[config.mk]
export PLATFORM = sky130hd
export DESIGN_NAME = multi_channel_liveness_monitor
export DESIGN_NICKNAME = d
export VERILOG_FILES = /design/src/sv/mclm_pkg.sv /design/src/sv/multi_channel_liveness_monitor.sv /design/src/sv/mclm_age_unit.sv
export SDC_FILE = /design/constraint.sdc
export NUM_CORES = 1
export LEC_CHECK = 0
export BUFFER_PORTS_ARGS = -buffer_cell sky130_fd_sc_hd__buf_2
export CORE_MARGIN = 3
export CORE_UTILIZATION = 57
export DETAILED_ROUTE_END_ITERATION = 8
export PLACE_DENSITY = 0.77
export SLEW_MARGIN = 20
export SYNTH_ARGS = -nofsm -noshare
export SYNTH_HDL_FRONTEND = slang
export SYNTH_SLANG_ARGS = --single-unit
[constraint.sdc]
create_clock -name clock -period 4.9 [get_ports clock]
set_input_delay 0.735 -clock clock [delete_from_list [all_inputs] [get_ports clock]]
set_output_delay 0.735 -clock clock [all_outputs]
set_load 0.05 [all_outputs]
[src/sv/mclm_pkg.sv]
// Shared types, constants and codes of the multi-channel liveness monitor.
`default_nettype none
package mclm_pkg;

   localparam int CHANNELS    = 8;
   localparam int TIME_BITS   = 32;
   localparam int CH_IDX_BITS = (CHANNELS > 1) ? $clog2(CHANNELS) : 1;

   // field widths
   localparam int OP_BITS    = 2;
   localparam int CH_BITS    = 3;
   localparam int MASK_BITS  = 8;
   localparam int TOP_BITS   = 4;
   localparam int LIMIT_BITS = 8;
   localparam int PRIO_BITS  = 4;
   localparam int CSR_IDX_BITS  = 3;
   localparam int CSR_DATA_BITS = 64;

   // operation codes
   localparam logic [OP_BITS-1:0] OP_TICK    = 2'd0;
   localparam logic [OP_BITS-1:0] OP_SCAN    = 2'd1;
   localparam logic [OP_BITS-1:0] OP_ARRIVAL = 2'd2;

   // register indexes
   localparam logic [CSR_IDX_BITS-1:0] REG_OFFLINE  = 3'd0;
   localparam logic [CSR_IDX_BITS-1:0] REG_SETTLE   = 3'd1;
   localparam logic [CSR_IDX_BITS-1:0] REG_PRIO     = 3'd2;
   localparam logic [CSR_IDX_BITS-1:0] REG_ENABLE   = 3'd3;
   localparam logic [CSR_IDX_BITS-1:0] REG_CHECK    = 3'd4;

   // register reset values
   localparam logic [CHANNELS*LIMIT_BITS-1:0] OFFLINE_RESET =
      (CHANNELS*LIMIT_BITS)'(64'd723401728249833572);
   localparam logic [CHANNELS*LIMIT_BITS-1:0] SETTLE_RESET =
      (CHANNELS*LIMIT_BITS)'(64'd723401728265300008);
   localparam logic [CHANNELS*PRIO_BITS-1:0] PRIO_RESET =
      (CHANNELS*PRIO_BITS)'(32'd1450753246);
   localparam logic [CHANNELS-1:0] ENABLE_RESET = CHANNELS'(8'd255);
   localparam logic [CHANNELS-1:0] CHECK_RESET  = CHANNELS'(8'd4);

   localparam logic [TOP_BITS-1:0] NO_CHANNEL = 4'd8;

   // per-channel verdict of the shared age comparator
   typedef struct packed {
      logic offline;
      logic settling;
   } age_result_type;

endpackage
`default_nettype wire

[src/sv/multi_channel_liveness_monitor.sv]
// Top level of the multi-channel liveness monitor: sequencer, state and registers.
`default_nettype none
// Usage
//   Input: drive req_operation, req_channel, req_data_bad with start high; the
//   transaction is taken at a rising edge where start is high and busy is low.
//   Busy stays low for tick and arrival transactions.
//   A scan walks the channels one per cycle through a single shared age
//   comparator, so busy is high until the last channel is done and the next
//   transaction can be taken right after.
//   Result: rsp_valid pulses for one cycle with rsp_lost_mask, rsp_error_mask
//   and rsp_top_channel; it appears in the cycle after a tick or arrival is
//   taken and in the cycle after the last scan step. Every transaction,
//   including an unused operation code, yields exactly one result. The
//   receiver cannot stall; results are never held.
//   Configuration: csr_valid/csr_ready write channel, index 0 offline limits,
//   1 settle windows, 2 priorities, 3 enable mask, 4 check mask; csr_ready is
//   always high. Write only while no transaction is in flight.
//   Reset (synchronous, active high): time and stamps to zero, all channels
//   marked lost, in error and data-bad, no top channel, registers to defaults.
module multi_channel_liveness_monitor (
   input  wire logic                                clock,
   input  wire logic                                reset,
   input  wire logic                                start,
   output logic                                     busy,
   input  wire logic [mclm_pkg::OP_BITS-1:0]        req_operation,
   input  wire logic [mclm_pkg::CH_BITS-1:0]        req_channel,
   input  wire logic                                req_data_bad,
   output logic                                     rsp_valid,
   output logic [mclm_pkg::MASK_BITS-1:0]           rsp_lost_mask,
   output logic [mclm_pkg::MASK_BITS-1:0]           rsp_error_mask,
   output logic [mclm_pkg::TOP_BITS-1:0]            rsp_top_channel,
   input  wire logic                                csr_valid,
   output logic                                     csr_ready,
   input  wire logic [mclm_pkg::CSR_IDX_BITS-1:0]   csr_index,
   input  wire logic [mclm_pkg::CSR_DATA_BITS-1:0]  csr_wdata
);

   localparam int NCH = mclm_pkg::CHANNELS;
   localparam int IW  = mclm_pkg::CH_IDX_BITS;
   localparam int TW  = mclm_pkg::TIME_BITS;

   // sequencer states
   localparam logic ST_IDLE = 1'b0;
   localparam logic ST_SCAN = 1'b1;

   logic state_ff, state_in;
   logic [IW-1:0] idx_ff, idx_in;
   logic rsp_valid_ff, rsp_valid_in;

   // configuration registers
   logic [NCH*mclm_pkg::LIMIT_BITS-1:0] offline_ff;
   logic [NCH*mclm_pkg::LIMIT_BITS-1:0] settle_ff;
   logic [NCH*mclm_pkg::PRIO_BITS-1:0]  prio_ff;
   logic [NCH-1:0]                      enable_ff;
   logic [NCH-1:0]                      check_ff;

   // monitor state
   logic [TW-1:0]  time_ff;
   logic [TW-1:0]  last_arrival_ff [NCH];
   logic [TW-1:0]  work_start_ff [NCH];
   logic [NCH-1:0] lost_ff, lost_in;
   logic [NCH-1:0] error_ff, error_in;
   logic [NCH-1:0] bad_ff, bad_in;
   logic [mclm_pkg::TOP_BITS-1:0]  top_ff, top_in;
   logic [mclm_pkg::TOP_BITS-1:0]  best_ff, best_in;
   logic [mclm_pkg::PRIO_BITS-1:0] best_prio_ff, best_prio_in;

   logic                                accept;
   logic                                scan_step;
   logic                                scan_last;
   logic                                arrive;
   logic [IW-1:0]                       arr_idx;
   logic [mclm_pkg::PRIO_BITS-1:0]      cur_prio;
   mclm_pkg::age_result_type            age_res;

   assign accept    = start && !busy;
   assign scan_step = (state_ff == ST_SCAN);
   assign scan_last = scan_step && (idx_ff == IW'(NCH - 1));
   assign arr_idx   = req_channel[IW-1:0];
   // an arrival on a channel beyond the built count is dropped
   assign arrive    = accept && (req_operation == mclm_pkg::OP_ARRIVAL)
                      && ({1'b0, req_channel} < 4'(NCH));
   assign cur_prio  = prio_ff[idx_ff*mclm_pkg::PRIO_BITS +: mclm_pkg::PRIO_BITS];

   // one comparator serves every channel, stepped by the scan index
   mclm_age_unit u_age (
      .now_time      (time_ff),
      .last_time     (last_arrival_ff[idx_ff]),
      .start_time    (work_start_ff[idx_ff]),
      .offline_limit (offline_ff[idx_ff*mclm_pkg::LIMIT_BITS +: mclm_pkg::LIMIT_BITS]),
      .settle_limit  (settle_ff[idx_ff*mclm_pkg::LIMIT_BITS +: mclm_pkg::LIMIT_BITS]),
      .result        (age_res)
   );

   // sequencer
   always_comb begin
      state_in     = state_ff;
      idx_in       = idx_ff;
      rsp_valid_in = 1'b0;
      unique case (state_ff)
         ST_IDLE: begin
            idx_in = '0;
            if (accept) begin
               if (req_operation == mclm_pkg::OP_SCAN) begin
                  state_in = ST_SCAN;
               end else begin
                  rsp_valid_in = 1'b1;
               end
            end
         end
         ST_SCAN: begin
            idx_in = idx_ff + 1'b1;
            if (scan_last) begin
               state_in     = ST_IDLE;
               idx_in       = '0;
               rsp_valid_in = 1'b1;
            end
         end
         default: begin
            state_in = ST_IDLE;
         end
      endcase
   end

   // flag updates: one channel per scan step, or the arriving channel
   always_comb begin
      lost_in      = lost_ff;
      error_in     = error_ff;
      bad_in       = bad_ff;
      top_in       = top_ff;
      best_in      = best_ff;
      best_prio_in = best_prio_ff;
      if (accept && req_operation == mclm_pkg::OP_SCAN) begin
         best_in      = mclm_pkg::NO_CHANNEL;
         best_prio_in = '0;
      end
      if (arrive) begin
         lost_in[arr_idx] = 1'b0;
         if (check_ff[arr_idx] && req_data_bad) begin
            error_in[arr_idx] = 1'b1;
            bad_in[arr_idx]   = 1'b1;
         end else begin
            bad_in[arr_idx] = 1'b0;
         end
      end
      if (scan_step && enable_ff[idx_ff]) begin
         if (age_res.offline) begin
            // an existing error keeps both marks as they are
            if (!error_ff[idx_ff]) begin
               lost_in[idx_ff]  = 1'b1;
               error_in[idx_ff] = 1'b1;
            end
            // strict compare keeps the lowest index on a tie
            if (cur_prio > best_prio_ff) begin
               best_prio_in = cur_prio;
               best_in      = mclm_pkg::TOP_BITS'(idx_ff);
            end
         end else if (age_res.settling) begin
            lost_in[idx_ff]  = 1'b0;
            error_in[idx_ff] = 1'b1;
         end else begin
            lost_in[idx_ff]  = 1'b0;
            error_in[idx_ff] = bad_ff[idx_ff];
         end
      end
      if (scan_last) begin
         top_in = best_in;
      end
   end

   always_ff @(posedge clock) begin
      if (reset) begin
         state_ff     <= ST_IDLE;
         idx_ff       <= '0;
         rsp_valid_ff <= 1'b0;
         offline_ff   <= mclm_pkg::OFFLINE_RESET;
         settle_ff    <= mclm_pkg::SETTLE_RESET;
         prio_ff      <= mclm_pkg::PRIO_RESET;
         enable_ff    <= mclm_pkg::ENABLE_RESET;
         check_ff     <= mclm_pkg::CHECK_RESET;
         time_ff      <= '0;
         lost_ff      <= '1;
         error_ff     <= '1;
         bad_ff       <= '1;
         top_ff       <= mclm_pkg::NO_CHANNEL;
         best_ff      <= mclm_pkg::NO_CHANNEL;
         best_prio_ff <= '0;
         for (int n = 0; n < NCH; n++) begin
            last_arrival_ff[n] <= '0;
            work_start_ff[n]   <= '0;
         end
      end else begin
         state_ff     <= state_in;
         idx_ff       <= idx_in;
         rsp_valid_ff <= rsp_valid_in;
         lost_ff      <= lost_in;
         error_ff     <= error_in;
         bad_ff       <= bad_in;
         top_ff       <= top_in;
         best_ff      <= best_in;
         best_prio_ff <= best_prio_in;
         if (accept && req_operation == mclm_pkg::OP_TICK) begin
            time_ff <= time_ff + 1'b1;
         end
         if (arrive) begin
            last_arrival_ff[arr_idx] <= time_ff;
            // restart the settle window on reconnect
            if (lost_ff[arr_idx]) begin
               work_start_ff[arr_idx] <= time_ff;
            end
         end
         if (csr_valid && csr_ready) begin
            unique case (csr_index)
               mclm_pkg::REG_OFFLINE: offline_ff <= (NCH*mclm_pkg::LIMIT_BITS)'(csr_wdata);
               mclm_pkg::REG_SETTLE:  settle_ff  <= (NCH*mclm_pkg::LIMIT_BITS)'(csr_wdata);
               mclm_pkg::REG_PRIO:    prio_ff    <= (NCH*mclm_pkg::PRIO_BITS)'(csr_wdata);
               mclm_pkg::REG_ENABLE:  enable_ff  <= NCH'(csr_wdata);
               mclm_pkg::REG_CHECK:   check_ff   <= NCH'(csr_wdata);
               default: begin
                  // drop writes to unmapped indexes
               end
            endcase
         end
      end
   end

   assign busy            = scan_step;
   assign csr_ready       = 1'b1;
   assign rsp_valid       = rsp_valid_ff;
   assign rsp_lost_mask   = mclm_pkg::MASK_BITS'(lost_ff);
   assign rsp_error_mask  = mclm_pkg::MASK_BITS'(error_ff);
   assign rsp_top_channel = top_ff;

endmodule
`default_nettype wire

[src/sv/mclm_age_unit.sv]
// Shared age comparator: offline and settle-window checks for one channel.
`default_nettype none
module mclm_age_unit (
   input  wire logic [mclm_pkg::TIME_BITS-1:0]  now_time,
   input  wire logic [mclm_pkg::TIME_BITS-1:0]  last_time,
   input  wire logic [mclm_pkg::TIME_BITS-1:0]  start_time,
   input  wire logic [mclm_pkg::LIMIT_BITS-1:0] offline_limit,
   input  wire logic [mclm_pkg::LIMIT_BITS-1:0] settle_limit,
   output mclm_pkg::age_result_type             result
);

   logic [mclm_pkg::TIME_BITS-1:0] age;
   logic [mclm_pkg::TIME_BITS-1:0] since;

   // modular subtraction wraps with the clock
   assign age   = now_time - last_time;
   assign since = now_time - start_time;

   assign result.offline  = age > mclm_pkg::TIME_BITS'(offline_limit);
   assign result.settling = since < mclm_pkg::TIME_BITS'(settle_limit);

endmodule
`default_nettype wire

==> results.json <==
{
  "hold_path_end": "settle_ff[59]$_SDFFE_PP1P_",
  "worst_slew_pin_slew_ns": 1.11,
  "cts_tree": "done",
  "ys_seq_elements": 761,
  "num_vias": 30600,
  "whs_ns": 0.321,
  "fin_nets": 3893,
  "maxCapViolCount": 0,
  "cts.path.max_buffers": 3,
  "synthesis.nets": 3663,
  "min_from": "csr_wdata[59]",
  "finalCritPeriodShare": 1.04,
  "die_x_um": 259,
  "setup_slack_ns": -0.178,
  "io_pins": 100,
  "grt_usage": 0.357,
  "synth_cell_types": 73,
  "crit_fanout": 8,
  "yosys.area.top_type": "edfxtp_1",
  "yosysTopAreaCellShare": 0.422,
  "drt-total-wl_um": 123000,
  "clock_skew_ns": 0.0242,
  "ir_drop_v": 0.000288,
  "cp-end-kind": "flip-flop",
  "grt_max_degree": 110,
  "route.detailed.drc": 0,
  "die_area_um2": 67100,
  "grt_pass1_vias": 30300,
  "clk_latency_ns": 0.64,
  "core_area_um2": 63200,
  "max_freq_mhz": 197,
  "synthTopCellsByArea": "edfxtp_1 (42%), dfxtp_1 (14%), a22oi_1 (5.8%), and2_1 (5.5%), nand2_1 (5.0%)",
  "ys.flop_type": "edfxtp_1",
  "numCtsBuffers": 79,
  "root_buffer": "clkbuf_16",
  "setup_viol": 14,
  "grt_overflow": 0,
  "power-per-cell-area_nw_per_um2": 329,
  "cts_sinks": 761,
  "synth_edf_count": 512,
  "avgSynthCellArea_um2": 10.4,
  "crit_type": "reg2reg",
  "hpwl_um": 78100,
  "ant_nets": 0,
  "n_fill_cell": 4523,
  "portBuffers": 98,
  "yosysMostFrequentCell": "edfxtp_1",
  "cts_htree_levels": 3,
  "synthToLayoutAreaGrowth_pct": 19.1,
  "r2r_start": "idx_ff[1]$_SDFF_PP0_",
  "path_clk_slew_ns": 0.06,
  "seq_area_frac_synth": 0.558,
  "drive_gt1_frac": 0.199,
  "synth_area_um2": 36500,
  "routedWlPerCell_um": 26.5,
  "status": "finished, violations left",
  "slew_headroom": 0.260,
  "crit_required_ns": 5.46,
  "first_pass_iters": 8,
  "gp_congestion": 1.02,
  "rrSetupSlack_ns": -0.18,
  "viasPerCell": 6.60,
  "rsz0062_at_grt": "yes",
  "p_leak_nw": 17.2,
  "ys_top_cells_by_count": "edfxtp_1 (512), nand2_1 (486), and2_1 (321)",
  "async_flop_share": 0,
  "layout_min_cycle_time_ns": 5.08,
  "syn_inst": 3496,
  "initial_core_util": 0.577,
  "min_path_cells": 3,
  "violations": "negative setup slack",
  "crit_arrival_ns": 5.64,
  "hp-class": "in2reg",
  "reg2reg_depth": 25,
  "worstReg2RegEnd": "rsp_error_mask[4]$_SDFF_PP1_",
  "pre_cts_slack_ns": -0.213,
  "ctsHoldBuffers": 0,
  "die_h_um": 259,
  "start_kind": "flip-flop",
  "num_rows": 92,
  "drt_iter0_markers": 4357,
  "slew_viol_final": 0,
  "antenna_found_initial": 5,
  "grt_first_pass_wirelength_um": 182000,
  "ys.warnings.count": 0,
  "hold_viol_final": 0
}
## what timing repair did
item	4_1_cts	5_1_grt
setup buffers	11	34
gates cloned	1	2
endpoints found under the setup margin	28	28
gates resized for setup	36	160
pin swaps	26	71
## where the power goes
group / switching (mW) / total, mW / internal (mW)
Clock: 2.58 / 6.05 / 3.47
Sequential: 0.0911 / 7.17 / 7.08
Combinational: 0.706 / 1.07 / 0.363
## critical path, cell delays in order (launching register included)
cell and delay (ns):
dfxtp_4 0.39, and2b_2 0.25, and2_4 0.22, buf_8 0.15, buf_6 0.12, a22oi_2 0.16, and4_1 0.26, buf_6 0.12
ha_4 0.18, nor2b_4 0.12, o211ai_1 0.31, and2_4 0.22, o21a_1 0.16, xnor2_1 0.14, ha_1 0.27, and4_1 0.17
a21oi_1 0.12, nand3_1 0.11, nor3_2 0.12, buf_4 0.13, nand4_1 0.13, or4_4 0.46, nor4_4 0.17, o2111ai_2 0.14
buf_6 0.20, a31oi_4 0.16
## routing by layer
metal / share of wire / GRT usage / wire length, µm / up-vias
met5: 0.00022 / 0 / 27 / -
met4: 0.053 / 0.174 / 6480 / 4
li1: - / - / - / 13300
met2: 0.47 / 0.581 / 58000 / 2088
met3: 0.12 / 0.0775 / 14600 / 421
met1: 0.36 / 0.454 / 43900 / 14800
## cells by family (layout without fill, tap and decap cells)
logic type / after synthesis / in the layout / synth area share
and+or+nand+nor: 1449 / 1450 / 0.208
AOI/OAI and AO/OA: 780 / 780 / 0.145
DFF: 761 / 761 / 0.558
buffers and inverters: 328 / 620 / 0.0351
adders and majority gates: 90 / 90 / 0.0313
xor gates and xnor gates: 69 / 69 / 0.0166
muxes: 18 / 18 / 0.00508
other: 1 / 3 / 0.000103
## registers in the layout, summed over array words and instances, names as in the netlist, 32 cells and up, named ones only
register         cells
time_ff             32
offline_ff          64
work_start_ff      256
last_arrival_ff    256
settle_ff           64
prio_ff             32
## through the flow
stage	instance area, µm²	setup TNS, ns	std cells	power [mW]	utilization
after floorplan	36600	-0.0166	3496	7.82	-
after global routing	43400	-5.60	4636	14.6	0.688
after global placement	39500	-0.763	4444	8.23	0.625
final	43500	-1.35	4637	14.3	0.688
after CTS	42300	-0.0266	4600	14.2	0.670
after detailed placement	39500	-3.58	4444	8.26	0.625
## worst max-delay path by stage
stage,start,endpoint,slack (ns)
after floorplan,idx_ff[0]$_SDFF_PP0_,best_prio_ff[2]$_SDFF_PP0_,-0.02
after global placement,idx_ff[1]$_SDFF_PP0_,best_prio_ff[1]$_SDFF_PP0_,-0.14
after detailed placement,idx_ff[0]$_SDFF_PP0_,rsp_error_mask[3]$_SDFF_PP1_,-0.21
after CTS,idx_ff[1]$_SDFF_PP0_,rsp_error_mask[4]$_SDFF_PP1_,-0.02
after global routing,idx_ff[1]$_SDFF_PP0_,rsp_error_mask[4]$_SDFF_PP1_,-0.32
final,idx_ff[1]$_SDFF_PP0_,rsp_error_mask[4]$_SDFF_PP1_,-0.18
## cell type report
| cell class | instances | area (µm²) | share of cell area |
|---|---|---|---|
| Inverter | 29 | 114 | 0.00262 |
| Multi-Input combinational cell | 2408 | 15900 | 0.366 |
| Clock inverter | 28 | 324 | 0.00746 |
| Clock buffer | 116 | 2280 | 0.0525 |
| Antenna cell | 2 | 5.00 | 0.000115 |
| Timing Repair Buffer | 447 | 3390 | 0.0779 |
| Tap cell | 846 | 1060 | 0.0244 |
| Sequential cell | 761 | 20400 | 0.469 |
## cells in the final DEF, fill, tap and decap left out, types with 21 or more instances in the layout
cell | netlist | final
nand4_1 | 28 | 28
ha_1 | 88 | 64
a31oi_1 | 25 | 21
inv_1 | 29 | 28
and2_1 | 321 | 316
nor2_1 | 97 | 86
buf_2 | 15 | 97
clkbuf_1 | 247 | 22
a22o_1 | 33 | 33
edfxtp_1 | 512 | 512
xnor2_1 | 41 | 41
xor2_1 | 28 | 28
nand2_1 | 486 | 479
a21o_1 | 38 | 38
dfxtp_1 | 249 | 246
and3_1 | 234 | 227
clkbuf_16 | 0 | 82
buf_6 | 2 | 31
a221oi_1 | 36 | 26
a22oi_1 | 282 | 267
nor3_1 | 39 | 30
nand3_1 | 104 | 103
a21oi_1 | 213 | 189
and4_1 | 47 | 40
o21ai_0 | 53 | 44
buf_4 | 2 | 306
No activity file was read; power rests on OpenSTA's default activity.
